### src/kci_pkg.sv
package kci_pkg;

    localparam int DW = 32;
    localparam int MAX_KEYS_DEF = 64;
    localparam int FRAC_BITS_DEF = 16;
    localparam int AW = 38;

    typedef struct packed {
        logic signed [DW-1:0] t;
        logic signed [DW-1:0] x;
        logic signed [DW-1:0] y;
        logic signed [DW-1:0] z;
        logic signed [DW-1:0] w;
    } t_row;

    typedef enum logic [4:0] {
        OP_NONE,
        OP_LOAD,
        OP_BS_ISSUE,
        OP_BS_UPDATE,
        OP_RD_ZERO,
        OP_RD_LAST,
        OP_RD_LO,
        OP_TAKE_ROW,
        OP_WR_OVR,
        OP_INSERT,
        OP_SET_FULL,
        OP_SHIFT_RD,
        OP_SHIFT_WR,
        OP_FETCH_INIT,
        OP_FETCH_RD,
        OP_FETCH_CAP,
        OP_DIV_INIT,
        OP_DIV_STEP,
        OP_C_INIT,
        OP_C_MUL,
        OP_C_ADD2,
        OP_C_ADD1,
        OP_C_FIN,
        OP_EMIT
    } t_dp_op;

    typedef enum logic [4:0] {
        S_IDLE,
        S_DISP,
        S_EV_FIRST,
        S_EV_LAST,
        S_BS_CHK,
        S_BS_UPD,
        S_SET_CHK,
        S_SHIFT,
        S_SHIFT_WR,
        S_EV_SEG,
        S_FETCH,
        S_FETCH_CAP,
        S_DIV_INIT,
        S_DIV,
        S_C_INIT,
        S_C_MUL,
        S_C_ADD,
        S_DONE
    } t_state;

    typedef struct packed {
        t_dp_op op;
    } t_cmd;

    typedef struct packed {
        logic is_eval;
        logic n_zero;
        logic n_full;
        logic lo_lt_hi;
        logic lo_lt_n;
        logic j_gt_lo;
        logic rd_lt;
        logic rd_eq;
        logic k_last;
        logic div_last;
        logic comp_last;
        logic spline;
        logic out_busy;
    } t_sts;

    function automatic logic signed [DW-1:0] comp_of(t_row r, logic [1:0] c);
        logic signed [DW-1:0] v;
        case (c)
            2'd0: v = r.x;
            2'd1: v = r.y;
            2'd2: v = r.z;
            default: v = r.w;
        endcase
        return v;
    endfunction

endpackage

### src/kci_ctrl.sv
module kci_ctrl import kci_pkg::*; (
    input  logic i_clk,
    input  logic i_rst_n,
    input  logic i_in_valid,
    output logic o_in_ready,
    input  t_sts i_sts,
    output t_cmd o_cmd
);

    t_state r_state, n_state;
    logic [1:0] r_stg, n_stg;

    always_ff @(posedge i_clk) begin
        if (!i_rst_n) begin
            r_state <= S_IDLE;
            r_stg <= 2'd0;
        end else begin
            r_state <= n_state;
            r_stg <= n_stg;
        end
    end

    always_comb begin
        n_state = r_state;
        n_stg = r_stg;
        o_cmd.op = OP_NONE;
        o_in_ready = 1'b0;
        case (r_state)
            S_IDLE: begin
                o_in_ready = 1'b1;
                if (i_in_valid) begin
                    o_cmd.op = OP_LOAD;
                    n_state = S_DISP;
                end
            end
            S_DISP: begin
                if (!i_sts.is_eval) begin
                    n_state = S_BS_CHK;
                end else if (i_sts.n_zero) begin
                    n_state = S_DONE;
                end else begin
                    o_cmd.op = OP_RD_ZERO;
                    n_state = S_EV_FIRST;
                end
            end
            S_EV_FIRST: begin
                if (!i_sts.rd_lt) begin
                    o_cmd.op = OP_TAKE_ROW;
                    n_state = S_DONE;
                end else begin
                    o_cmd.op = OP_RD_LAST;
                    n_state = S_EV_LAST;
                end
            end
            S_EV_LAST: begin
                if (i_sts.rd_lt || i_sts.rd_eq) begin
                    o_cmd.op = OP_TAKE_ROW;
                    n_state = S_DONE;
                end else begin
                    n_state = S_BS_CHK;
                end
            end
            S_BS_CHK: begin
                if (i_sts.lo_lt_hi) begin
                    o_cmd.op = OP_BS_ISSUE;
                    n_state = S_BS_UPD;
                end else begin
                    o_cmd.op = OP_RD_LO;
                    n_state = i_sts.is_eval ? S_EV_SEG : S_SET_CHK;
                end
            end
            S_BS_UPD: begin
                o_cmd.op = OP_BS_UPDATE;
                n_state = S_BS_CHK;
            end
            S_SET_CHK: begin
                if (i_sts.lo_lt_n && i_sts.rd_eq) begin
                    o_cmd.op = OP_WR_OVR;
                    n_state = S_DONE;
                end else if (i_sts.n_full) begin
                    o_cmd.op = OP_SET_FULL;
                    n_state = S_DONE;
                end else begin
                    n_state = S_SHIFT;
                end
            end
            S_SHIFT: begin
                if (i_sts.j_gt_lo) begin
                    o_cmd.op = OP_SHIFT_RD;
                    n_state = S_SHIFT_WR;
                end else begin
                    o_cmd.op = OP_INSERT;
                    n_state = S_DONE;
                end
            end
            S_SHIFT_WR: begin
                o_cmd.op = OP_SHIFT_WR;
                n_state = S_SHIFT;
            end
            S_EV_SEG: begin
                if (i_sts.rd_eq) begin
                    o_cmd.op = OP_TAKE_ROW;
                    n_state = S_DONE;
                end else begin
                    o_cmd.op = OP_FETCH_INIT;
                    n_state = S_FETCH;
                end
            end
            S_FETCH: begin
                o_cmd.op = OP_FETCH_RD;
                n_state = S_FETCH_CAP;
            end
            S_FETCH_CAP: begin
                o_cmd.op = OP_FETCH_CAP;
                n_state = i_sts.k_last ? S_DIV_INIT : S_FETCH;
            end
            S_DIV_INIT: begin
                o_cmd.op = OP_DIV_INIT;
                n_state = S_DIV;
            end
            S_DIV: begin
                o_cmd.op = OP_DIV_STEP;
                if (i_sts.div_last) begin
                    n_state = S_C_INIT;
                end
            end
            S_C_INIT: begin
                o_cmd.op = OP_C_INIT;
                n_stg = 2'd0;
                n_state = S_C_MUL;
            end
            S_C_MUL: begin
                o_cmd.op = OP_C_MUL;
                n_state = S_C_ADD;
            end
            S_C_ADD: begin
                if (!i_sts.spline || r_stg == 2'd2) begin
                    o_cmd.op = OP_C_FIN;
                    n_state = i_sts.comp_last ? S_DONE : S_C_INIT;
                end else begin
                    o_cmd.op = (r_stg == 2'd0) ? OP_C_ADD2 : OP_C_ADD1;
                    n_stg = r_stg + 2'd1;
                    n_state = S_C_MUL;
                end
            end
            S_DONE: begin
                if (!i_sts.out_busy) begin
                    o_cmd.op = OP_EMIT;
                    n_state = S_IDLE;
                end
            end
            default: begin
                n_state = S_IDLE;
            end
        endcase
    end

endmodule

### config.mk
export PLATFORM = sky130hd
export DESIGN_NAME = kci_ctrl
export DESIGN_NICKNAME = d
export VERILOG_FILES = /design/src/kci_pkg.sv /design/src/kci_ctrl.sv
export SDC_FILE = /design/constraint.sdc
export NUM_CORES = 1
export LEC_CHECK = 0
export BUFFER_PORTS_ARGS = -buffer_cell sky130_fd_sc_hd__buf_2
export CAP_MARGIN = 25
export CORE_ASPECT_RATIO = 1.5
export CORE_MARGIN = 5
export CORE_UTILIZATION = 41
export CTS_CLUSTER_DIAMETER = 120
export DETAILED_ROUTE_END_ITERATION = 8
export SETUP_SLACK_MARGIN = 0.2
export SLEW_MARGIN = 10
export SYNTH_ARGS = -nofsm -noshare
export SYNTH_HDL_FRONTEND = slang
export SYNTH_SLANG_ARGS = --single-unit
export TNS_END_PERCENT = 100
### constraint.sdc
create_clock -name i_clk -period 2.2 [get_ports i_clk]
set_clock_uncertainty 0.2 [all_clocks]
set_input_delay 0.22 -clock i_clk [delete_from_list [all_inputs] [get_ports i_clk]]
set_output_delay 0.22 -clock i_clk [all_outputs]
set_load 0.05 [all_outputs]
==> impl_metrics.env <==
export IMPL_antenna_left=0
export IMPL_worst_hold_slack_ps=14.51
export IMPL_layout_commonest_cell="buf_4"
export IMPL_grt_busiest_layer="met2"
export IMPL_yosys_warnings=0
export IMPL_synth_area_leaders="dfxtp_1 16%, nand2_1 7.9%, a21oi_1 6.7%"
export IMPL_h_tree_depth=1
export IMPL_fill_cells=204
export IMPL_wl_mm=2.979
export IMPL_grt_max_degree=13
export IMPL_regToRegSetupSlack_ps=310
export IMPL_cts_buffers=3
export IMPL_first_global_vias=1111
export IMPL_root_buffer="clkbuf_4"
export IMPL_cts_clk_slew_worst_paths_ps=50
export IMPL_place_congestion=0.8913
export IMPL_tightest_slew_ps=438.4
export IMPL_cts_buffer_depth=2
export IMPL_die_area_mm2=0.003258
export IMPL_path_class="reg2out"
export IMPL_syn_avg_cell_area_um2=6.732
export IMPL_insertion_delay_ps=240
export IMPL_finalCritPeriodShare_pct=90.58
export IMPL_grt_pass1_wl_mm=4.995
export IMPL_drt_pass1_iter_count=4
export IMPL_vias=1177
export IMPL_synth_top_area_cell="dfxtp_1"
export IMPL_start_util_pct=43.43
export IMPL_start_kind="flop"
export IMPL_ys_async_sr_fraction_pct=0
export IMPL_nNetsFinal=190
export IMPL_gr_total_overflow=0
export IMPL_vdd_drop_max_uv=697.0
export IMPL_syn_num_nets=152
export IMPL_synth_edff_count=0
export IMPL_setup_viol=0
export IMPL_io_pins=22
export IMPL_r2r_start="r_state[1]$_SDFFE_PN0P_"
export IMPL_critPathMaxFanout=7
export IMPL_r2r_cells=6
export IMPL_fmax_mhz=501.8
export IMPL_hold_path_depth=3
export IMPL_clock_sinks=7
export IMPL_die_w_um=48.30
export IMPL_fin_util_pct=61.33
export IMPL_powerDensity_mw_per_mm2=1139
export IMPL_setup_worst_path_end_class="primary output"
export IMPL_placed_area_mm2=0.001100
export IMPL_drt_iter0_drc=39
export IMPL_drv_slew=0
export IMPL_status="complete, no violations"
export IMPL_reg2reg_to="r_state[0]$_SDFFE_PN0P_"
export IMPL_antenna_found_initial=0
export IMPL_drive_gt1_share_pct=40.35
export IMPL_antenna_cells=0
export IMPL_use_met2_pct=33.01
export IMPL_hold_path_class="in2reg"
export IMPL_slew_headroom_pct=70.68
export IMPL_hold_viol=0
export IMPL_ys_seq_area_share_pct=15.53
export IMPL_core_region_area_mm2=0.002077
export IMPL_met3_usage_pct=2.649
export IMPL_drv_cap=0
export IMPL_hold_start="i_rst_n"
export IMPL_grt_total_usage_pct=18.66
export IMPL_synth_cells=134
export IMPL_drt_drc_violations_left=0
export IMPL_required_ps=1780
export IMPL_cts_hold_fix_buffers=0
export IMPL_synthToLayoutAreaGrowth_pct=41.19
export IMPL_synthDistinctLibCells=47
export IMPL_p_leak_uw=0.0004877
export IMPL_die_h_um=67.45
export IMPL_place_hpwl_mm=2.339
export IMPL_ys_seq_elements=7
export IMPL_cts_tree="built"
export IMPL_port_buffers=21
export IMPL_syn_cell_area_um2=902.1
export IMPL_met1_usage_pct=21.30
export IMPL_tns_ps=0
export IMPL_layout_common_cells="20 x buf_4, 18 x nand2_1, 16 x buf_2"
export IMPL_ys_flop_type="dfxtp_1"
export IMPL_hold_end="r_state[1]$_SDFFE_PN0P_"
export IMPL_row_count=20
export IMPL_synth_top_area_share_pct=15.53
export IMPL_rsz0062_at_grt="yes"
export IMPL_vias_per_cell=6.098
export IMPL_post_route_cell_area_mm2=0.001274
export IMPL_power_uw=1451
export IMPL_period_needed_ps=1993
export IMPL_crit_arrival_ps=1570
export IMPL_wire_per_inst_um=15.44
-- metal layers --
layer | wire length, µm | vias up | part of all wire [%]
met4 | 92 | 0 | 3.1
met1 | 1144 | 530 | 38
met2 | 1573 | 57 | 53
li1 | - | 578 | -
met3 | 169 | 12 | 5.7
met5 | 0 | - | 0
-- how the worst max path moves through the flow --
stage | start | end | slack [ps] | cells past startpoint
CTS | r_stg[0]$_SDFFE_PN0P_ | o_cmd[1] | 180 | 6
finish | r_state[2]$_SDFFE_PN0P_ | o_cmd[3] | 210 | 6
global placement | r_state[1]$_SDFFE_PN0P_ | o_cmd[1] | 150 | 6
detailed placement | r_state[1]$_SDFFE_PN0P_ | o_cmd[1] | 100 | 6
global route | r_state[1]$_SDFFE_PN0P_ | o_cmd[0] | 120 | 7
floorplan | r_state[1]$_SDFFE_PN0P_ | o_cmd[0] | 80 | 3
-- critical path, cell delays in order (launching register included) --
cell,delay (ps)
dfxtp_4,380
buf_4,150
nor2b_2,170
a21oi_1,150
a2bb2oi_1,240
o21ai_2,70
buf_4,180
-- registers in the layout, summed over array words and instances (netlist names) --
name,count
r_stg,2
r_state,5
-- cell usage after synthesis (2+ instances only) --
cell type	instances
nand4_1	3
dfxtp_1	7
o2111ai_1	2
or2b_1	2
mux2_2	2
a211oi_1	2
nor3_1	6
o31ai_1	2
buf_2	3
o32ai_1	3
nor2_1	7
ha_1	2
o21ai_0	7
and3_1	2
nor2b_1	2
nand3_1	6
inv_1	8
nand2b_1	6
a31oi_1	2
o21a_1	2
a21oi_1	12
nand2_1	19
buf_4	3
-- final cells by class --
class / instances / area [µm²] / share of cell area (%)
Timing Repair Buffer: 40 / 271.5 / 21.32
Clock buffer: 4 / 26.28 / 2.063
Sequential cell: 7 / 155.1 / 12.18
Tap cell: 22 / 27.53 / 2.161
Inverter: 8 / 30.03 / 2.358
Multi-Input combinational cell: 112 / 763.2 / 59.92
-- what timing repair did --
action	CTS	global route
setup endpoints to repair	4	6
setup buffers	3	4
pin swaps	1	5
gates resized for setup	21	13
-- power by group --
part           internal (µW)  switching [µW]
sequential               166            73.2
combinational            460             643
clock                   68.7            40.0
-- logic make-up after synthesis --
logic type / share of synthesized area, %
DFF: 15.53
muxes: 2.496
buffers and inverters: 8.737
and+or+nand+nor: 38.01
AOI/OAI and AO/OA: 32.46
adders and majority gates: 2.773
-- stage by stage --
step / instances / setup slack (ps)
final: 193 / 207.3
after global placement: 182 / 146.0
after global routing: 193 / 121.5
after detailed placement: 182 / 101.7
after CTS: 189 / 177.4
after floorplan: 134 / 78.92
Power figures use the tool's default switching activity.
